==> config.mk <==
export PLATFORM = sky130hd
export DESIGN_NAME = cst_angle_div
export DESIGN_NICKNAME = d
export VERILOG_FILES = /design/src/design/cst_pkg.sv /design/src/design/cst_angle_div.sv
export SDC_FILE = /design/constraint.sdc
export NUM_CORES = 2
export LEC_CHECK = 0
export ABC_CLOCK_PERIOD_IN_PS = 17800
export BUFFER_PORTS_ARGS = -buffer_cell sky130_fd_sc_hd__buf_2
export CAP_MARGIN = 20
export CORE_ASPECT_RATIO = 1.25
export CORE_MARGIN = 2
export CORE_UTILIZATION = 65
export DETAILED_ROUTE_END_ITERATION = 8
export PLACE_DENSITY_LB_ADDON = 0.3
export SETUP_SLACK_MARGIN = 0.02
export SLEW_MARGIN = 10
export SYNTH_ARGS = -nofsm -noshare
export SYNTH_HDL_FRONTEND = slang
export SYNTH_SLANG_ARGS = --single-unit
==> constraint.sdc <==
create_clock -name clk -period 17.8 [get_ports clk]
set_input_delay 3.56 -clock clk [delete_from_list [all_inputs] [get_ports clk]]
set_output_delay 3.56 -clock clk [all_outputs]
set_load 0.05 [all_outputs]
==> src/design/cst_pkg.sv <==
`timescale 1ns / 1ps
package cst_pkg;

	// Fixed-point formats
	localparam int FRAC_BITS  = 14;
	localparam int INT_BITS   = 30;
	localparam int MAX_SLICES = 16383;
	localparam int MIN_SLICES = 3;

	// Working widths
	localparam int IDX_W  = 14;
	localparam int NUM_W  = IDX_W + 3;  // 4*(i+1) fits here
	localparam int CRD_W  = 33;         // signed CORDIC datapath
	localparam int ANG_W  = 31;         // residual angle, Q30 radians
	localparam int OUT_W  = 16;
	localparam int MAG_W  = 15;

	// pi/2 in Q30, doubled for the rounding divide
	localparam logic [31:0] HALF_PI_X2 = 32'd3373259426;
	localparam logic signed [CRD_W-1:0] CORDIC_GAIN = 33'sd652032874;
	localparam logic [MAG_W-1:0] TOP_HEIGHT = MAG_W'(1 << FRAC_BITS);

	// Quadrant divider: one quotient bit per step
	localparam int QD_BITS   = NUM_W;
	localparam int QD_PER    = 3;
	localparam int QD_STAGES = (QD_BITS + QD_PER - 1) / QD_PER;

	// Angle divider
	localparam int AD_BITS   = ANG_W;
	localparam int AD_PER    = 4;
	localparam int AD_STAGES = (AD_BITS + AD_PER - 1) / AD_PER;

	// CORDIC rotations
	localparam int CD_ITERS  = INT_BITS;
	localparam int CD_PER    = 2;
	localparam int CD_STAGES = (CD_ITERS + CD_PER - 1) / CD_PER;

	// Input to result register, in pipeline stages
	localparam int LANE_LAT = QD_STAGES + 1 + AD_STAGES + CD_STAGES + 1;

	// Result record kinds
	localparam logic KIND_VERTEX   = 1'b0;
	localparam logic KIND_TRIANGLE = 1'b1;

	// Result slots of one slice
	localparam logic [2:0] SLOT_TRI_A = 3'd4;
	localparam logic [2:0] SLOT_TRI_B = 3'd5;

	// Sine/cosine pair of one angle
	typedef struct packed {
		logic signed [OUT_W-1:0] sn;
		logic signed [OUT_W-1:0] cs;
	} trig_t;

	// Arctangent of 2^-k in Q30
	function automatic logic signed [CRD_W-1:0] arc_of(input int k);
		logic signed [CRD_W-1:0] a;
		case (k)
			0: a = 33'sd843314857;
			1: a = 33'sd497837829;
			2: a = 33'sd263043837;
			3: a = 33'sd133525159;
			4: a = 33'sd67021687;
			5: a = 33'sd33543516;
			6: a = 33'sd16775851;
			7: a = 33'sd8388437;
			8: a = 33'sd4194283;
			9: a = 33'sd2097149;
			default: a = CRD_W'(64'sd1 << (INT_BITS - k));
		endcase
		return a;
	endfunction

	// Clamp to [0, 1] and round half up to the output format
	function automatic logic [MAG_W-1:0] to_out(input logic signed [CRD_W-1:0] v);
		logic [CRD_W-1:0] c;
		logic [CRD_W:0] r;
		if (v[CRD_W-1])
			c = '0;
		else if (v > (CRD_W'(64'sd1 << INT_BITS)))
			c = CRD_W'(64'd1 << INT_BITS);
		else
			c = v;
		r = {1'b0, c} + (CRD_W+1)'(64'd1 << (INT_BITS - FRAC_BITS - 1));
		return r[INT_BITS - FRAC_BITS + MAG_W - 1 : INT_BITS - FRAC_BITS];
	endfunction

endpackage

==> src/design/cst_angle_div.sv <==
`timescale 1ns / 1ps
module cst_angle_div (
	input  logic                         clk,
	input  logic                         en,
	input  logic [cst_pkg::IDX_W-1:0]    resid,
	input  logic [1:0]                   quad_in,
	input  logic [cst_pkg::IDX_W-1:0]    slices,
	output logic [cst_pkg::ANG_W-1:0]    angle,
	output logic [1:0]                   quad_out
);

	localparam int PROD_W = cst_pkg::ANG_W + cst_pkg::IDX_W + 2;

	logic [PROD_W-1:0]          prod_s1;
	logic [1:0]                 quad_s1;
	logic [cst_pkg::IDX_W:0]    den;
	logic [cst_pkg::IDX_W:0]    rem_s [cst_pkg::AD_STAGES];
	logic [cst_pkg::ANG_W-1:0]  num_s [cst_pkg::AD_STAGES];
	logic [cst_pkg::ANG_W-1:0]  quo_s [cst_pkg::AD_STAGES];
	logic [1:0]                 qd_s  [cst_pkg::AD_STAGES];

	assign den = {slices, 1'b0};

	// Scale the residual by twice pi/2, plus half the divisor for rounding
	always_ff @(posedge clk) begin
		if (en) begin
			prod_s1 <= PROD_W'(PROD_W'(resid) * PROD_W'(cst_pkg::HALF_PI_X2))
			         + PROD_W'(slices);
			quad_s1 <= quad_in;
		end
	end

	// Divide by twice the slice count; the quotient is below 2^31
	for (genvar g = 0; g < cst_pkg::AD_STAGES; g++) begin : g_stage
		logic [cst_pkg::IDX_W:0]   rem_in;
		logic [cst_pkg::ANG_W-1:0] num_in;
		logic [cst_pkg::ANG_W-1:0] quo_in;
		logic [1:0]                qd_in;
		logic [cst_pkg::IDX_W:0]   rem_nx;
		logic [cst_pkg::ANG_W-1:0] quo_nx;

		if (g == 0) begin : g_head
			assign rem_in = prod_s1[cst_pkg::ANG_W + cst_pkg::IDX_W : cst_pkg::ANG_W];
			assign num_in = prod_s1[cst_pkg::ANG_W-1:0];
			assign quo_in = '0;
			assign qd_in  = quad_s1;
		end else begin : g_body
			assign rem_in = rem_s[g-1];
			assign num_in = num_s[g-1];
			assign quo_in = quo_s[g-1];
			assign qd_in  = qd_s[g-1];
		end

		always_comb begin
			logic [cst_pkg::IDX_W+1:0] sh;
			rem_nx = rem_in;
			quo_nx = quo_in;
			for (int t = 0; t < cst_pkg::AD_PER; t++) begin
				if (g * cst_pkg::AD_PER + t < cst_pkg::AD_BITS) begin
					sh = {rem_nx, num_in[cst_pkg::AD_BITS - 1 - (g * cst_pkg::AD_PER + t)]};
					if (sh >= {1'b0, den}) begin
						rem_nx = (cst_pkg::IDX_W+1)'(sh - {1'b0, den});
						quo_nx = {quo_nx[cst_pkg::ANG_W-2:0], 1'b1};
					end else begin
						rem_nx = sh[cst_pkg::IDX_W:0];
						quo_nx = {quo_nx[cst_pkg::ANG_W-2:0], 1'b0};
					end
				end
			end
		end

		always_ff @(posedge clk) begin
			if (en) begin
				rem_s[g] <= rem_nx;
				num_s[g] <= num_in;
				quo_s[g] <= quo_nx;
				qd_s[g]  <= qd_in;
			end
		end
	end

	assign angle    = quo_s[cst_pkg::AD_STAGES-1];
	assign quad_out = qd_s[cst_pkg::AD_STAGES-1];

endmodule

; ---- Word-level counts from Yosys, hierarchy flattened
; Memory sizes are Yosys's and may differ from the RTL's.
; Cells that the tools add are included.
; W data, S select, Z words.
[totals]
reg_bits = 48
ramBits = 632
input_bits = 32
mem_count = 4
[memory_table]
columns = memory, words, word_bits, rd, rd_clocked_by_memory_dff, wr, line_no
row1 = num_s, 8, 31, 7, 0, 8, cst_angle_div.sv:18  ; logic [cst_pkg::ANG_W-1:0] num_s [cst_pkg::AD_STAGES];
row2 = quo_s, 8, 31, 8, 0, 8, cst_angle_div.sv:19  ; logic [cst_pkg::ANG_W-1:0] quo_s [cst_pkg::AD_STAGES];
row3 = rem_s, 8, 15, 7, 0, 8, cst_angle_div.sv:17  ; logic [cst_pkg::IDX_W:0] rem_s [cst_pkg::AD_STAGES];
row4 = qd_s, 8, 2, 8, 0, 8, cst_angle_div.sv:20  ; logic [1:0] qd_s [cst_pkg::AD_STAGES];
[classes]
addsub = 32
multipliers = 1
magnitude_cmp = 31
mux = 64
[op_table]
columns = cell, n
row1 = $ge A16 B15 Y1, 31
row2 = $mux W15, 31
row3 = $sub A15 B15 Y15, 31
row4 = $add A46 B14 Y46, 1
row5 = $mul A14 B31 Y45 const B, 1
row6 = $mux W1, 33

; ---- Depth between registers and ports, before layout
; An unclocked memory read counts as a cell.
[depth]
ltp_word = 9
depth_mapped = 53
depth_no_buf = 47

; ---- Worst setup path before layout
; No wires, ideal clock.
[synth_timing]
path_kind = in2reg
start = input port slices[1] (netlist name)
end = memory rem_s[3][10] (netlist name), data pin
setup_time_ps = 260
t_arrival_ps = 14270
path_slack_ps = 3270
cell_stages = 49
path_buffers = 5
path_cell_list = inv_1 -> ha_1 -> nor2b_1 -> o21ba_2 -> o311ai_1 -> a311oi_1 -> o21ai_2 -> clkbuf_1 -> nor2_1 -> a21oi_1 -> inv_1 -> ha_1 -> nor2b_1 -> o21ai_0 -> nand2b_1 -> a221oi_1 -> a21oi_1 -> o21ai_0 -> [13 not listed] -> nor2_1 -> a21oi_1 -> buf_2 -> mux2_2 -> inv_1 -> ha_1 -> nor2b_1 -> o21a_1 -> o21a_1 -> o41a_1 -> a41oi_1 -> o21ai_0 -> a21oi_1 -> o21ai_0 -> a221o_1 -> a211oi_2 -> buf_4 -> mux2_2
[synth_lines]
columns = element, line_no
row1 = start: declaration, cst_angle_div.sv:7  ; input logic [cst_pkg::IDX_W-1:0] slices,
row2 = end: declaration, cst_angle_div.sv:17

==> impl_metrics.env <==
export IMPL_worstPathArrival_ps=15950
export IMPL_critical_path_max_stage_delay_ps=810
export IMPL_fp_row_count=106
export IMPL_yosysWarnings=0
export IMPL_grt_overflow_total=0
export IMPL_clkSlewWorstSetupHoldPaths_ps=60
export IMPL_synthMuxAreaShare=0.0503
export IMPL_cts_sinks=417
export IMPL_slew_violations=0
export IMPL_final_cell_mix="ha_1 (608), edfxtp_1 (417), inv_1 (405)"
export IMPL_initial_utilization=0.658
export IMPL_insertion_delay_ps=610
export IMPL_fin_setup_tns_ps=0
export IMPL_grt_max_degree=133
export IMPL_drv_cap=0
export IMPL_yosysUniqueCellTypes=103
export IMPL_die_area_sq_um=70000
export IMPL_die_w_microns=237
export IMPL_reg2reg_depth=42
export IMPL_fp_coreArea_sq_um=67100
export IMPL_crit_type="in -> reg"
export IMPL_dp_slack_ps=2020
export IMPL_crit_family="compound AO/OA/AOI/OAI gates"
export IMPL_die_y_microns=295
export IMPL_crit_cells=45
export IMPL_finalClockSkew_ps=26.0
export IMPL_grt_pass1_vias=34600
export IMPL_crit_buf_inv=8
export IMPL_fillers=5129
export IMPL_syn_area_sq_um=44100
export IMPL_worstPathRequired_ps=18140
export IMPL_gr_usage_all_layers=0.316
export IMPL_num_vias=35100
export IMPL_setup_viol=0
export IMPL_post_cts_buffers=0
export IMPL_hp_class="reg -> reg"
export IMPL_crit_path_end_kind="flop"
export IMPL_synth_seq_area_share=0.284
export IMPL_synth_top_family_by_area="adder cells"
export IMPL_fin_crit_sh=0.877
export IMPL_cts_made_buffers=45
export IMPL_ios=65
export IMPL_synthArstFlopShare=0
export IMPL_min_period_ps=15610
export IMPL_vias_per_cell=6.30
export IMPL_cts_repair_resized=0
export IMPL_grt_antenna_before_repair=0
export IMPL_slew_headroom=0.280
export IMPL_fin_hold_ws_ps=410
export IMPL_drt_iter0_markers=2412
export IMPL_synthAdderAreaFrac=0.243
export IMPL_final_common_cell="ha_1"
export IMPL_drt_pass1_iterations=6
export IMPL_synth_compound_area_frac=0.182
export IMPL_dp_hpwl_microns=85400
export IMPL_ant_nets=0
export IMPL_nNetsFinal=5467
export IMPL_startpoint_type="input pin"
export IMPL_setup_slack_ps=2190
export IMPL_hold_viol=0
export IMPL_route_detailed_drc=0
export IMPL_syn_inst=4588
export IMPL_drive_gt1_frac=0.0903
export IMPL_grt_setup_unrepaired="no"
export IMPL_whs_path_depth=0
export IMPL_clock_path_buffers=3
export IMPL_wire_per_inst_microns=20.0
export IMPL_worstMarginPinSlew_ps=1070
export IMPL_synth_seq_cells=417
export IMPL_ctsHoldBuffers=0
export IMPL_syn_area_per_cell_sq_um=9.62
export IMPL_fmax_ghz=0.0641
export IMPL_h_tree_depth=2
export IMPL_cts_root_buf="clkbuf_16"
export IMPL_outcome="complete, no violations"
export IMPL_routabilityCongestion=0.957
export IMPL_antenna_cells=0
export IMPL_grt_pass1_wl_microns=176000
export IMPL_synthXorXnorAreaFrac=0.0775
export IMPL_slowest_stage="a21oi_2"
export IMPL_yosys_area_share_simple=0.120
export IMPL_postRouteWirelength_microns=111000
export IMPL_synth_fp_nets=5383
export IMPL_port_buffers=64
export IMPL_area_growth_pct=6.51
export IMPL_critPathMaxFanout=20
export IMPL_cts_tree="built"
export IMPL_synth_flop_cell="edfxtp_1"
export IMPL_synth_edf_count=417
[layer usage]
layer  up-vias  share of wire  routed length [microns]  global-route usage
li1      17000              -                        -                   -
met1     16700           0.38                    42600               0.355
met2      1063           0.50                    55800               0.574
met3       369          0.047                     5270              0.0334
met4         0          0.069                     7640               0.197
met5         -              0                        0                   0
[metrics by stage]
step,instance area (sq um),utilization,cells
floorplan,44100,-,4588
global placement,45500,0.678,5485
detailed placement,45500,0.678,5487
CTS,47000,0.700,5568
global route,47000,0.701,5570
finish,47000,0.701,5570
[cell families after synthesis]
kind of cell    after synthesis
buf+inv                     495
xor+xnor                    389
compound gates             1245
simple gates               1079
flops                       417
fa+ha+maj                   763
mux                         200
[flip-flops by register name, indices dropped and copies added, names as in the netlist]
signal and cells:
num_s 112, rem_s 98, qd_s 16, quo_s 143, prod_s1 46, g_stage.qd_in 2
[synth_stat cells (59+ instances only)]
cell | count | share of area
nor2_1 | 293 | 0.025
ha_1 | 608 | 0.17
xnor2_1 | 258 | 0.051
nand3_1 | 62 | 0.0070
a21o_1 | 136 | 0.023
mux2_2 | 144 | 0.037
a21oi_1 | 347 | 0.039
nor3_1 | 75 | 0.0085
o21ai_0 | 306 | 0.035
nand4_1 | 77 | 0.011
nand2_1 | 292 | 0.025
inv_1 | 418 | 0.036
edfxtp_1 | 417 | 0.28
fa_1 | 155 | 0.070
xor2_1 | 129 | 0.026
nor2b_1 | 73 | 0.010
nand2b_1 | 59 | 0.0084
[final cells by class]
cell class	count	area (sq um)	area share
Clock buffer	51	1150	0.0244
Timing Repair Buffer	106	649	0.0138
Clock inverter	30	318	0.00676
Sequential cell	417	12500	0.266
Multi-Input combinational cell	3676	29700	0.631
Tap cell	864	1080	0.0230
Inverter	426	1610	0.0342
[worst paths after layout]
path | from | to | slack, ps
worst max register to register | rem_s[1][4]$_DFFE_PP_ | rem_s[2][14]$_DFFE_PP_ | 5690
worst min register to register | num_s[1][12]$_DFFE_PP_ | num_s[2][12]$_DFFE_PP_ | 410
worst min-delay path | num_s[1][12]$_DFFE_PP_ | num_s[2][12]$_DFFE_PP_ | 410
worst max-delay path | slices[3] | rem_s[2][14]$_DFFE_PP_ | 2190
[worst reg2reg max path: cells and delay by family (launching register included)]
kind            cells  cell delay [ps]
buf+inv             5             1210
flops               1              400
compound gates     25             6940
fa+ha+maj           4             1270
simple gates        7             1600
mux                 1              460
Power is left out: the tool's default activity adds up to more than one toggle a clock period on the data nets, which glitch-free logic cannot reach.
