$ cat config.mk
export PLATFORM = sky130hd
export DESIGN_NAME = cst_quad_div
export DESIGN_NICKNAME = d
export VERILOG_FILES = /design/src/design/cst_pkg.sv /design/src/design/cst_quad_div.sv
export SDC_FILE = /design/constraint.sdc
export NUM_CORES = 1
export LEC_CHECK = 0
export BUFFER_PORTS_ARGS = -buffer_cell sky130_fd_sc_hd__buf_2
export CORE_MARGIN = 4
export CORE_UTILIZATION = 55
export CTS_CLUSTER_SIZE = 25
export DETAILED_ROUTE_END_ITERATION = 12
export GPL_TIMING_DRIVEN = 0
export PLACE_DENSITY = 0.72
export SLEW_MARGIN = 20
export SYNTH_ARGS = -nofsm -noshare
export SYNTH_HDL_FRONTEND = slang
export SYNTH_SLANG_ARGS = --single-unit
$ cat constraint.sdc
create_clock -name clk -period 25.4 [get_ports clk]
set_input_delay 0 -clock clk [delete_from_list [all_inputs] [get_ports clk]]
set_output_delay 0 -clock clk [all_outputs]
set_load 0.02 [all_outputs]
$ cat src/design/cst_pkg.sv
`timescale 1ns / 1ps
package cst_pkg;

	// Fixed-point formats
	localparam int FRAC_BITS  = 14;
	localparam int INT_BITS   = 30;
	localparam int MAX_SLICES = 16383;
	localparam int MIN_SLICES = 3;

	// Working widths
	localparam int IDX_W  = 14;
	localparam int NUM_W  = IDX_W + 3;  // 4*(i+1) fits here
	localparam int CRD_W  = 33;         // signed CORDIC datapath
	localparam int ANG_W  = 31;         // residual angle, Q30 radians
	localparam int OUT_W  = 16;
	localparam int MAG_W  = 15;

	// pi/2 in Q30, doubled for the rounding divide
	localparam logic [31:0] HALF_PI_X2 = 32'd3373259426;
	localparam logic signed [CRD_W-1:0] CORDIC_GAIN = 33'sd652032874;
	localparam logic [MAG_W-1:0] TOP_HEIGHT = MAG_W'(1 << FRAC_BITS);

	// Quadrant divider: one quotient bit per step
	localparam int QD_BITS   = NUM_W;
	localparam int QD_PER    = 3;
	localparam int QD_STAGES = (QD_BITS + QD_PER - 1) / QD_PER;

	// Angle divider
	localparam int AD_BITS   = ANG_W;
	localparam int AD_PER    = 4;
	localparam int AD_STAGES = (AD_BITS + AD_PER - 1) / AD_PER;

	// CORDIC rotations
	localparam int CD_ITERS  = INT_BITS;
	localparam int CD_PER    = 2;
	localparam int CD_STAGES = (CD_ITERS + CD_PER - 1) / CD_PER;

	// Input to result register, in pipeline stages
	localparam int LANE_LAT = QD_STAGES + 1 + AD_STAGES + CD_STAGES + 1;

	// Result record kinds
	localparam logic KIND_VERTEX   = 1'b0;
	localparam logic KIND_TRIANGLE = 1'b1;

	// Result slots of one slice
	localparam logic [2:0] SLOT_TRI_A = 3'd4;
	localparam logic [2:0] SLOT_TRI_B = 3'd5;

	// Sine/cosine pair of one angle
	typedef struct packed {
		logic signed [OUT_W-1:0] sn;
		logic signed [OUT_W-1:0] cs;
	} trig_t;

	// Arctangent of 2^-k in Q30
	function automatic logic signed [CRD_W-1:0] arc_of(input int k);
		logic signed [CRD_W-1:0] a;
		case (k)
			0: a = 33'sd843314857;
			1: a = 33'sd497837829;
			2: a = 33'sd263043837;
			3: a = 33'sd133525159;
			4: a = 33'sd67021687;
			5: a = 33'sd33543516;
			6: a = 33'sd16775851;
			7: a = 33'sd8388437;
			8: a = 33'sd4194283;
			9: a = 33'sd2097149;
			default: a = CRD_W'(64'sd1 << (INT_BITS - k));
		endcase
		return a;
	endfunction

	// Clamp to [0, 1] and round half up to the output format
	function automatic logic [MAG_W-1:0] to_out(input logic signed [CRD_W-1:0] v);
		logic [CRD_W-1:0] c;
		logic [CRD_W:0] r;
		if (v[CRD_W-1])
			c = '0;
		else if (v > (CRD_W'(64'sd1 << INT_BITS)))
			c = CRD_W'(64'd1 << INT_BITS);
		else
			c = v;
		r = {1'b0, c} + (CRD_W+1)'(64'd1 << (INT_BITS - FRAC_BITS - 1));
		return r[INT_BITS - FRAC_BITS + MAG_W - 1 : INT_BITS - FRAC_BITS];
	endfunction

endpackage

$ cat src/design/cst_quad_div.sv
`timescale 1ns / 1ps
module cst_quad_div (
	input  logic                         clk,
	input  logic                         en,
	input  logic [cst_pkg::NUM_W-1:0]    dividend,
	input  logic [cst_pkg::IDX_W-1:0]    divisor,
	output logic [1:0]                   quad,
	output logic [cst_pkg::IDX_W-1:0]    resid
);

	logic [cst_pkg::IDX_W-1:0] rem_s [cst_pkg::QD_STAGES];
	logic [cst_pkg::NUM_W-1:0] num_s [cst_pkg::QD_STAGES];
	logic [1:0]                quo_s [cst_pkg::QD_STAGES];

	// Restoring division, a few quotient bits per stage
	for (genvar g = 0; g < cst_pkg::QD_STAGES; g++) begin : g_stage
		logic [cst_pkg::IDX_W-1:0] rem_in;
		logic [cst_pkg::NUM_W-1:0] num_in;
		logic [1:0]                quo_in;
		logic [cst_pkg::IDX_W-1:0] rem_nx;
		logic [1:0]                quo_nx;

		if (g == 0) begin : g_head
			assign rem_in = '0;
			assign num_in = dividend;
			assign quo_in = '0;
		end else begin : g_body
			assign rem_in = rem_s[g-1];
			assign num_in = num_s[g-1];
			assign quo_in = quo_s[g-1];
		end

		always_comb begin
			logic [cst_pkg::IDX_W:0] sh;
			rem_nx = rem_in;
			quo_nx = quo_in;
			for (int t = 0; t < cst_pkg::QD_PER; t++) begin
				if (g * cst_pkg::QD_PER + t < cst_pkg::QD_BITS) begin
					sh = {rem_nx, num_in[cst_pkg::QD_BITS - 1 - (g * cst_pkg::QD_PER + t)]};
					if (sh >= {1'b0, divisor}) begin
						rem_nx = cst_pkg::IDX_W'(sh - {1'b0, divisor});
						quo_nx = {quo_nx[0], 1'b1};
					end else begin
						rem_nx = sh[cst_pkg::IDX_W-1:0];
						quo_nx = {quo_nx[0], 1'b0};
					end
				end
			end
		end

		always_ff @(posedge clk) begin
			if (en) begin
				rem_s[g] <= rem_nx;
				num_s[g] <= num_in;
				quo_s[g] <= quo_nx;
			end
		end
	end

	assign quad  = quo_s[cst_pkg::QD_STAGES-1];
	assign resid = rem_s[cst_pkg::QD_STAGES-1];

endmodule

; Word level (Yosys, flattened, before mapping)
; Memory sizes are Yosys's and may differ from the RTL's.
; Cells that the tools add are included.
[word_totals]
register_bits = 0
ramBits = 198
out_inout_bits = 16
elab_cells = 68
memories = 3
[classes]
add_sub_neg = 17
order_cmp = 17
mux = 31
[mem_list]
columns = name, depth, word_bits, read_ports, rd_ports_with_merged_regs, write_ports, line_no
row1 = num_s, 6, 17, 5, 0, 6, cst_quad_div.sv:12  ; logic [cst_pkg::NUM_W-1:0] num_s [cst_pkg::QD_STAGES];
row2 = rem_s, 6, 14, 6, 0, 6, cst_quad_div.sv:11  ; logic [cst_pkg::IDX_W-1:0] rem_s [cst_pkg::QD_STAGES];
row3 = quo_s, 6, 2, 1, 0, 6, cst_quad_div.sv:13  ; logic [1:0] quo_s [cst_pkg::QD_STAGES];
[ops]
columns = cell, count
row1 = $ge 15x14->1, 16
row2 = $mux 14, 17
row3 = $sub 14x14->14, 16
row4 = $ge 1x14->1, 1
row5 = $mux 1, 14
row6 = $sub 1x14->14, 1

; Depth between registers and ports, before layout
; Gate-level depths: netlist of the first run.
; An unclocked memory read counts as a cell.
[depth]
depth_word = 7
depth_mapped = 36

; Least setup slack after synthesis of the first run
; Ideal clock, no wire load.
[synth_timing]
path_type = input -> register
start = input divisor[1] (netlist name)
end = memory rem_s[3][10] (netlist name), data pin
setup_time_ns = 0.260
arrival_ns = 7.827
t_required_ns = 25.140
setup_slack_ns = 17.314
path_stages = 34
path_cell_list = inv_1 -> ha_1 -> nor2b_1 -> o31a_1 -> o31ai_4 -> a211oi_1 -> o31ai_1 -> nand2_1 -> clkbuf_1 -> o21ai_0 -> inv_1 -> ha_1 -> nor2b_1 -> o31a_1 -> o211ai_1 -> a21oi_1 -> or3_1 -> and3_1 -> nor2_2 -> buf_4 -> nand2_1 -> o21ai_0 -> ha_1 -> nor2b_1 -> o31a_1 -> nor4_1 -> o311ai_0 -> or4_1 -> a31o_2 -> a21o_1 -> nand2_1 -> o311a_4 -> buf_4 -> mux2_2
[synth_lines]
columns = item, line_no
row1 = from (decl), cst_quad_div.sv:6  ; input logic [cst_pkg::IDX_W-1:0] divisor,
row2 = to (decl), cst_quad_div.sv:11

==> results of run 1 <==
[final cells by class]
class / count / area [um^2]
fill: 2468 / 11200
clock inverter: 15 / 148
timing repair buffer: 66 / 462
inverter: 109 / 409
sequential: 126 / 3780
buffer: 28 / 141
multi-input combinational: 1541 / 11900
clock buffer: 17 / 425
tap: 384 / 480
[stage by stage]
stage	worst slack (ps)	std cells	hold WS [ps]	utilization, %	instance area (um^2)
6_report	15830	2286	261	61.4	17800
5_1_grt	15180	2286	255	61.4	17800
4_1_cts	15990	2286	246	61.4	17800
3_5_place_dp	15600	2238	178	58.9	17000
3_3_place_gp	14920	2236	177	58.7	17000
2_1_floorplan	17310	1804	98.9	-	16300
[sequential cells by signal, indices dropped and copies added (netlist names)]
name / flops
quo_s: 2
rem_s: 84
num_s: 40
[worst max-delay path, delay by kind of cell]
kind,cells,cell delay (ps)
AOI/OAI and AO/OA,14,3620
and+or+nand+nor,11,2740
buffers and inverters,6,1900
adders and majority gates,3,1060
muxes,1,370
[cells by family (layout without fill, tap and decap cells)]
family                   count (synthesis)  count (layout)  share of synthesized area, %
AO/OA/AOI/OAI                          518             518                          21.1
XOR/XNOR                               161             161                          8.67
adder cells (fa/ha/maj)                242             242                          19.4
buffers and inverters                  137             235                          3.39
flip-flops                             126             126                          23.3
multiplexers                           137             137                          9.45
AND/OR/NAND/NOR                        483             483                          14.7
[worst min-delay path by stage]
stage | from | end | slack (ps) | depth (start not counted)
final | dividend[5] | num_s[0][5] | 260 | 2
after global routing | dividend[2] | num_s[0][2] | 260 | 2
after CTS | dividend[5] | num_s[0][5] | 250 | 2
after detailed placement | dividend[2] | num_s[0][2] | 180 | 1
after global placement | dividend[0] | num_s[0][0] | 180 | 1
after floorplan | dividend[0] | num_s[0][0] | 100 | 0
[repair_timing]
action	CTS	global route
hold buffers	16	0
hold endpoints to repair	56	0
endpoints found under the setup margin	0	0
[placed cells by master (no fill, tap or decap), types with 73 or more instances in the layout]
cell type	synthesis	final
inv_1	109	108
edfxtp_1	126	126
a21oi_1	164	164
o21ai_0	86	86
mux2_2	93	93
ha_1	226	226
nand2_1	79	79
nor2_1	162	162
xnor2_1	120	120
a21o_1	73	73
[routing by layer]
metal  part of all wire (%)  routed length [um]
met4                    2.6                1130
met1                     44               18800
met2                     50               21400
met3                    4.1                1790
met5                      0                   0
==> summary.txt, run 1 <==
Setup path
  • Critical Path Source: divisor[1]
  • Crit path required time: 25,590 ps
  • Worst-path maximum fanout: 13
  • Highest-delay cell along the critical path: buf_2
  • Worst path arrival time: 9770 ps
  • Critical R2R Capture: rem_s[3][5]
  • Max stage delay on crit path: 560 ps
  • Worst reg2reg startpoint: rem_s[2][0]
  • Worst setup endpoint: rem_s[3][5]
  • CP Capture Type: flop
  • Flop-to-flop setup slack: 16,070 ps
  • Worst R2R Path Depth: 33
  • Startpoint types: input port
  • CP Class: input port to flop

Clocking
  • Post-CTS Setup Bufs: 0
  • Clock Path Buffers: 2
  • CTS Sinks: 126
  • CTS clock-pin slew for the worst setup and hold paths: 70 ps
  • Clk Latency, worst-skew pair: 440 ps
  • CTS root buf: clkbuf_16
  • Num CTS Buffers: 17
  • H-tree depth: 4
  • Cts repair resizes: 0
  • CTS tree: done

Global route
  • First-pass GRT wire length: 69,500 um
  • GRT busiest layer: met2
  • Largest net degree at the start of global routing: 86
  • M3 GR Usage: 3.03%
  • Grt total ovfl: 0
  • Grt met2 use: 46.0%
  • Routing usage on met1: 33.1%
  • Vias in the first global route: 13.8k
  • All-Layer GR Usage: 25.9%
  • Antenna violations before repair: 0

Logic synthesis
  • Post-synth EDFFs: 126
  • Post-synthesis sequential area ratio: 23.3%
  • Area share of the largest cell type after synthesis: 23.3%
  • Top-count cell post-synth: ha_1
  • Distinct cells, synth: 83
  • Commonest cells post-synth: 226 x ha_1, 164 x a21oi_1, 162 x nor2_1
  • Async SR Flop Fraction: 0%
  • Top cells by area, synth: edfxtp_1 23%, ha_1 17%, xnor2_1 6.5%
  • Post-synth top flop: edfxtp_1
  • Yosys warns: 0
  • Mean Syn Cell Area: 9.01 um^2
  • Synth Cell Area: 16,300 um^2
  • Syn_nets: 2,079
  • Synth area leader: edfxtp_1
  • Post-Synthesis Cells: 1,804
  • #FFs+latches synth: 126

Status
  • Status: completed

Timing
  • Slew Viols, Final: 0
  • # setup viols final: 0
  • Fmax: 104 MHz
  • Layout Skew: 12.7 ps
  • Endpoints failing hold: 0
  • Setup TNS: 0 ps
  • Slew @ Worst Pin: 1140 ps
  • Fin crit share: 37.7%
  • Minimum clock period after layout: 9570 ps
  • RSZ-0062 raised after global routing: no
  • Max_slew headroom: 23.8%

Detailed routing
  • Final ANT Viol Nets: 0
  • Post-Route WL: 43,100 um
  • TritonRoute pass-1 iters: 5
  • Via density: 6.21
  • Vias post-DR: 14.2k
  • Number of remaining DRC errors: 0
  • Routed len/inst: 18.9 um
  • Detailed Route Iter0 Violations: 1,251

Die
  • Die Area: 32,400 um^2
  • Row cnt: 62
  • Initial Utilization: 56.2%
  • Die width: 180 um
  • Io pins: 49
  • Core ar.: 28,900 um^2
  • Die height: 180 um

Placed design
  • Gpl congestion: 0.926
  • Hpwl dp: 31,400 um
  • Port bufs: 48

Finish
  • P&R area growth vs syn: 9.32%
  • Inserted Diodes: 0
  • Nets@finish: 2,164
  • Layout cell share with drive strength beyond 1: 12.0%

Job
  • Max_cap viols: 0

Min path
  • Hold crit path type: input port to flop
Power of run 1 is left out: the tool's default activity adds up to more than one toggle a clock period on the data nets, which glitch-free logic cannot reach.
==> run 2, diff against run 1 <==
==> constraint.sdc (replaced) <==
create_clock -name clk -period 9.3 [get_ports clk]
set_input_delay 0 -clock clk [delete_from_list [all_inputs] [get_ports clk]]
set_output_delay 0 -clock clk [all_outputs]
set_load 0.02 [all_outputs]
==> run 2 against run 1 <==
Critical path depth is 1 lower; critical path type unchanged; worst hold slack about the same; register-to-register slack got worse by 16000 ps; global-route usage stayed put; clock skew decreased by 2.0 ps; largest cell class unchanged; sequential share of layout area down 0.14 points; wire length is 0.11% lower; count of clock-buffer cells in the layout is the same; sequential cell count unchanged; core utilization up 0.40 points.
==> summary.txt, run 2 (same netlist as run 1, synthesis figures left out) <==
Status
  • Status: completed

Finish
  • Layout Utilization: 61.8% (+0.40 points)
  • Inserted Diodes: 0 (unchanged)
  • Max reg flops: 84 (unchanged)
  • Nets@finish: 2,174 (+0.46%)
  • P&R area growth vs syn: 10.0%
  • Commonest non-fill, non-tap cells in the layout: 226 x ha_1, 163 x a21oi_1, 162 x nor2_1, 126 x edfxtp_1, 120 x xnor2_1
  • Largest registers: rem_s x84, num_s x40, quo_s x2
  • Most common cell after layout, fill and taps aside: ha_1
  • Filler instances: 2,456 (-0.49%)
  • Reg with most FFs: rem_s
  • Layout cell share with drive strength beyond 1: 13.0% (+0.98 points)

Job
  • Max_cap viols: 0 (unchanged)

Detailed routing
  • Post-Route WL: 43,100 um (-0.11%)
  • Final ANT Viol Nets: 0 (unchanged)
  • Detailed Route Iter0 Violations: 1,277 (+2.1%)
  • Via density: 6.18 (-0.44%)
  • Vias post-DR: 14.2k (unchanged)
  • Routed len/inst: 18.8 um (-0.55%)
  • Number of remaining DRC errors: 0 (unchanged)
  • TritonRoute pass-1 iters: 6 (+1)

Setup path
  • Max stage delay on crit path: 650 ps (+90 ps)
  • Crit path buffers/inverters: 7 (+1)
  • Worst-path maximum fanout: 16 (+3)
  • CP dominant cell by count: a21oi_1
  • Startpoint types: input port
  • CP Class: input port to flop
  • Flop-to-flop setup slack: 520 ps (-15,550 ps)
  • Highest-delay cell along the critical path: o21ai_0
  • CP Capture Type: flop
  • Crit path required time: 9500 ps (-16,090 ps)
  • WP depth: 34 (-2.9%)
  • Worst reg2reg startpoint: rem_s[1][5]
  • Critical R2R Capture: rem_s[2][2]
  • CP delay by family, top: compound AO/OA/AOI/OAI gates
  • Worst path arrival time: 9000 ps (-770 ps)
  • Worst R2R Path Depth: 32 (-3.0%)
  • Critical Path Source: divisor[6]
  • Worst setup endpoint: rem_s[2][2]

Placed design
  • Hpwl dp: 31,400 um (unchanged)
  • Gpl congestion: 0.926 (unchanged)
  • Port bufs: 48 (unchanged)

Timing
  • Endpoints failing hold: 0 (unchanged)
  • # setup viols final: 0 (unchanged)
  • Fin crit share: 94.6%
  • Layout Skew: 10.7 ps (-2.00 ps)
  • Fmax: 114 MHz
  • Max_slew headroom: 22.2% (-1.6 points)
  • RSZ-0062 raised after global routing: no
  • Slew Viols, Final: 0 (unchanged)
  • Minimum clock period after layout: 8800 ps
  • Slew @ Worst Pin: 1170 ps (+23.3 ps)

Clocking
  • CTS root buf: clkbuf_16
  • H-tree depth: 4 (unchanged)
  • CTS tree: done
  • Clk Latency, worst-skew pair: 440 ps (about the same)
  • Num CTS Buffers: 17 (unchanged)
  • Clock Path Buffers: 2 (unchanged)
  • CTS clock-pin slew for the worst setup and hold paths: 70 ps (about the same)
  • CTS Sinks: 126 (unchanged)

Die
  • Die height: 180 um (unchanged)
  • Initial Utilization: 56.2% (unchanged)
  • Die width: 180 um (unchanged)
  • Row cnt: 62 (unchanged)
  • Io pins: 49 (unchanged)
  • Die Area: 32,400 um^2 (unchanged)
  • Core ar.: 28,900 um^2 (unchanged)

Min path
  • Hold path cells: 2 (unchanged)
  • Hold crit path type: input port to flop

Global route
  • Largest net degree at the start of global routing: 86 (unchanged)
  • All-Layer GR Usage: 25.9% (unchanged)
  • Antenna violations before repair: 0 (unchanged)
  • Vias in the first global route: 13.8k (unchanged)
  • First-pass GRT wire length: 69,500 um (unchanged)
  • Grt total ovfl: 0 (unchanged)
run 2: cell count changes in the layout (fill, tap and decap cells not counted), sizes merged:
cell,change
buf,+12
clkinvlp,+3
inv,-3
clkbuf,-2
run 2: area by class of cell:
type | count | area (um^2) | share of cell area [%]
Buffer | 26 | 135 | 0.755
Multi-Input combinational cell | 1541 | 11900 | 66.8
Tap cell | 384 | 480 | 2.69
Timing Repair Buffer | 78 | 554 | 3.10
Inverter | 109 | 420 | 2.35
Clock buffer | 17 | 425 | 2.38
Clock inverter | 15 | 148 | 0.825
Sequential cell | 126 | 3780 | 21.2
run 2: how the worst min path moves through the flow:
| stage | to | startpoint | slack (ps) |
|---|---|---|---|
| floorplan | num_s[0][0] | dividend[0] | 100 |
| global placement | num_s[0][0] | dividend[0] | 180 |
| detailed placement | num_s[0][2] | dividend[2] | 180 |
| CTS | num_s[0][5] | dividend[5] | 250 |
| global route | num_s[0][2] | dividend[2] | 260 |
| finish | num_s[0][5] | dividend[5] | 260 |
run 2: what timing repair did:
action,in CTS,in global routing
pin swaps,0,0
resized for setup,1,13
setup buffers,0,12
hold buffers,16,0
setup endpoints to repair,11,38
hold endpoints to repair,56,0
run 2: stage by stage:
step	instances	hold WS [ps]	instance area [um^2]	TNS (ps)	setup WS, ps
after floorplan	1804	98.9	16300	0	1210
after global routing	2296	255	17900	0	16.3
final	2296	261	17900	0	499
after global placement	2236	177	17000	-36070	-1180
after detailed placement	2238	178	17000	-11460	-502
after CTS	2286	246	17800	0	28.7
run 2: worst register-to-register path, delay by kind of cell (launching register included):
| family | cells | cell delay (ps) |
|---|---|---|
| compound gates | 18 | 4880 |
| simple gates | 6 | 1120 |
| fa+ha+maj | 3 | 1060 |
| buf+inv | 5 | 1050 |
| flops | 1 | 410 |
run 2: layer usage:
metal / wire length (um) / up-vias / global-route usage (%)
met5: 0 / - / 0
met4: 1120 / 0 / 8.23
met3: 1840 / 85 / 3.03
met2: 21400 / 400 / 46.0
met1: 18700 / 6747 / 33.1
li1: - / 6965 / -
Power of run 2 is left out for the same reason.
==> run 3, diff against run 2 <==
--- a/config.mk
+++ b/config.mk
@@ -6,6 +6,7 @@
 export NUM_CORES = 1
 export LEC_CHECK = 0
 export BUFFER_PORTS_ARGS = -buffer_cell sky130_fd_sc_hd__buf_2
+export CAP_MARGIN = 0
 export CORE_MARGIN = 4
 export CORE_UTILIZATION = 55
 export CTS_CLUSTER_SIZE = 25
==> constraint.sdc (replaced) <==
create_clock -name clk -period 9.5 [get_ports clk]
set_input_delay 0 -clock clk [delete_from_list [all_inputs] [get_ports clk]]
set_output_delay 0 -clock clk [all_outputs]
set_load 0.02 [all_outputs]
==> run 3 against run 2 <==
Count of clock-buffer cells in the layout unchanged; cell area down 0.33%; global-route usage unchanged; wire length is 0.16% higher; clock skew up 0.74 ps.
==> summary.txt, run 3 (same netlist as run 1, synthesis figures left out) <==
Timing
  • Max_slew headroom: 22.1% (-0.12 points)
  • Final worst setup slack: 574 ps (+74.6 ps)
  • Fin crit share: 94.0%
  • RSZ-0062 raised after global routing: no
  • Fmax: 112 MHz
  • Minimum clock period after layout: 8930 ps
  • Endpoints failing hold: 0 (unchanged)
  • # setup viols final: 0 (unchanged)
  • Slew @ Worst Pin: 1170 ps (+1.76 ps)
  • Slew Viols, Final: 0 (unchanged)
  • Setup TNS: 0 ps (unchanged)
  • Layout Skew: 11.5 ps (+0.738 ps)

Setup path
  • CP delay by family, top: compound AO/OA/AOI/OAI gates
  • Max stage delay on crit path: 830 ps (+180 ps)
  • Crit path buffers/inverters: 6 (-1)
  • Worst-path maximum fanout: 16 (unchanged)
  • Crit path required time: 9700 ps (+200 ps)
  • Flop-to-flop setup slack: 610 ps (+90 ps)
  • CP Capture Type: flop
  • Worst reg2reg startpoint: rem_s[2][0]
  • Highest-delay cell along the critical path: inv_1
  • Worst R2R Path Depth: 33 (+3.1%)
  • Critical R2R Capture: rem_s[3][5]
  • Worst path arrival time: 9120 ps (+120 ps)
  • Startpoint types: input port
  • CP Class: input port to flop

Detailed routing
  • Highest metal used: met4
  • DR WL met2: 21,400 um (-0.12%)
  • Met3 wire length: 1930 um (+4.8%)
  • Via density: 6.19 (+0.13%)
  • Detailed Route Iter0 Violations: 1,245 (-2.5%)
  • Wl on met1: 18,700 um (+0.13%)
  • TritonRoute pass-1 iters: 5 (-1)
  • Final ANT Viol Nets: 0 (unchanged)
  • Post-Route WL: 43,200 um (+0.16%)
  • Routed len/inst: 18.8 um (+0.42%)
  • Vias post-DR: 14.2k (-0.13%)
  • Number of remaining DRC errors: 0 (unchanged)

Finish
  • P&R area growth vs syn: 9.67%
  • Commonest non-fill, non-tap cells in the layout: 226 x ha_1, 164 x a21oi_1, 162 x nor2_1, 126 x edfxtp_1, 120 x xnor2_1
  • Nets@finish: 2,168 (-0.28%)
  • Layout cell share with drive strength beyond 1: 12.5% (-0.48 points)
  • Most common cell after layout, fill and taps aside: ha_1
  • Max reg flops: 84 (unchanged)
  • Reg with most FFs: rem_s
  • Largest registers: rem_s x84, num_s x40, quo_s x2
  • Filler instances: 2,461 (+0.20%)
  • Inserted Diodes: 0 (unchanged)
  • Post-route insts no fill: 2,290 (-0.26%)

Global route
  • Antenna violations before repair: 0 (unchanged)
  • First-pass GRT wire length: 69,500 um (unchanged)
  • Largest net degree at the start of global routing: 86 (unchanged)
  • Grt total ovfl: 0 (unchanged)
  • All-Layer GR Usage: 25.9% (unchanged)
  • Vias in the first global route: 13.8k (unchanged)

Die
  • Row cnt: 62 (unchanged)
  • Die height: 180 um (unchanged)
  • Initial Utilization: 56.2% (unchanged)
  • Die width: 180 um (unchanged)
  • Core ar.: 28,900 um^2 (unchanged)
  • Io pins: 49 (unchanged)
  • Die Area: 32,400 um^2 (unchanged)

Min path
  • Hold path cells: 2 (unchanged)
  • Hold crit path type: input port to flop
  • Hold endpoint: num_s[0][5]
  • HP Start: dividend[5]

Placed design
  • Gpl congestion: 0.926 (unchanged)
  • Pre-CTS WS: -302 ps (+200 ps)
  • Hpwl dp: 31,400 um (unchanged)
  • Dpl cells: 2,238 (unchanged)
  • Port bufs: 48 (unchanged)

Clocking
  • H-tree depth: 4 (unchanged)
  • Clock Path Buffers: 2 (unchanged)
  • CTS tree: done
  • Num CTS Buffers: 17 (unchanged)
  • CTS root buf: clkbuf_16
  • CTS clock-pin slew for the worst setup and hold paths: 70 ps (about the same)
  • Clk Latency, worst-skew pair: 450 ps (about the same)
  • CTS Sinks: 126 (unchanged)

Job
  • Max_cap viols: 0 (unchanged)

Status
  • Status: completed
## run 3: how the worst max path moves through the flow
stage,endpoint,cells past startpoint,start
5_1_grt,rem_s[3][8],33,rem_s[2][0]
4_1_cts,rem_s[3][5],35,divisor[1]
6_report,rem_s[3][5],35,divisor[3]
2_1_floorplan,rem_s[3][10],34,divisor[1]
3_3_place_gp,rem_s[3][5],35,divisor[1]
3_5_place_dp,rem_s[3][5],35,divisor[1]
## run 3: metrics by stage
step                      util, %  hold slack (ps)  area [um^2]
after floorplan                 -             98.9        16300
after global placement       58.7              177        17000
after detailed placement     58.9              178        17000
after CTS                    61.4              246        17800
after global routing         61.6              255        17800
final                        61.6              261        17800
## run 3: what timing repair did
item | CTS | global route
endpoints found under the hold margin | 56 | 0
resized for setup | 0 | 11
endpoints found under the setup margin | 0 | 42
hold buffers | 16 | 0
setup buffers | 0 | 5
## run 3: final cells by class
cell class | count | area, um^2 | area share (%)
plain buffers | 27 | 139 | 0.779
clock buffers | 17 | 425 | 2.39
clock inverters | 15 | 148 | 0.828
inverters | 109 | 417 | 2.34
multi-input cells | 1541 | 11900 | 66.9
flip-flops and latches | 126 | 3780 | 21.2
well taps | 384 | 480 | 2.69
repair buffers | 71 | 502 | 2.81
## run 3: routing by layer
metal  track usage (%)  vias to the layer above
met3              3.03                       86
met5                 0                        -
met4              8.23                        0
met1              33.1                     6743
li1                  -                     6955
met2              46.0                      395
Power of run 3 is left out for the same reason.
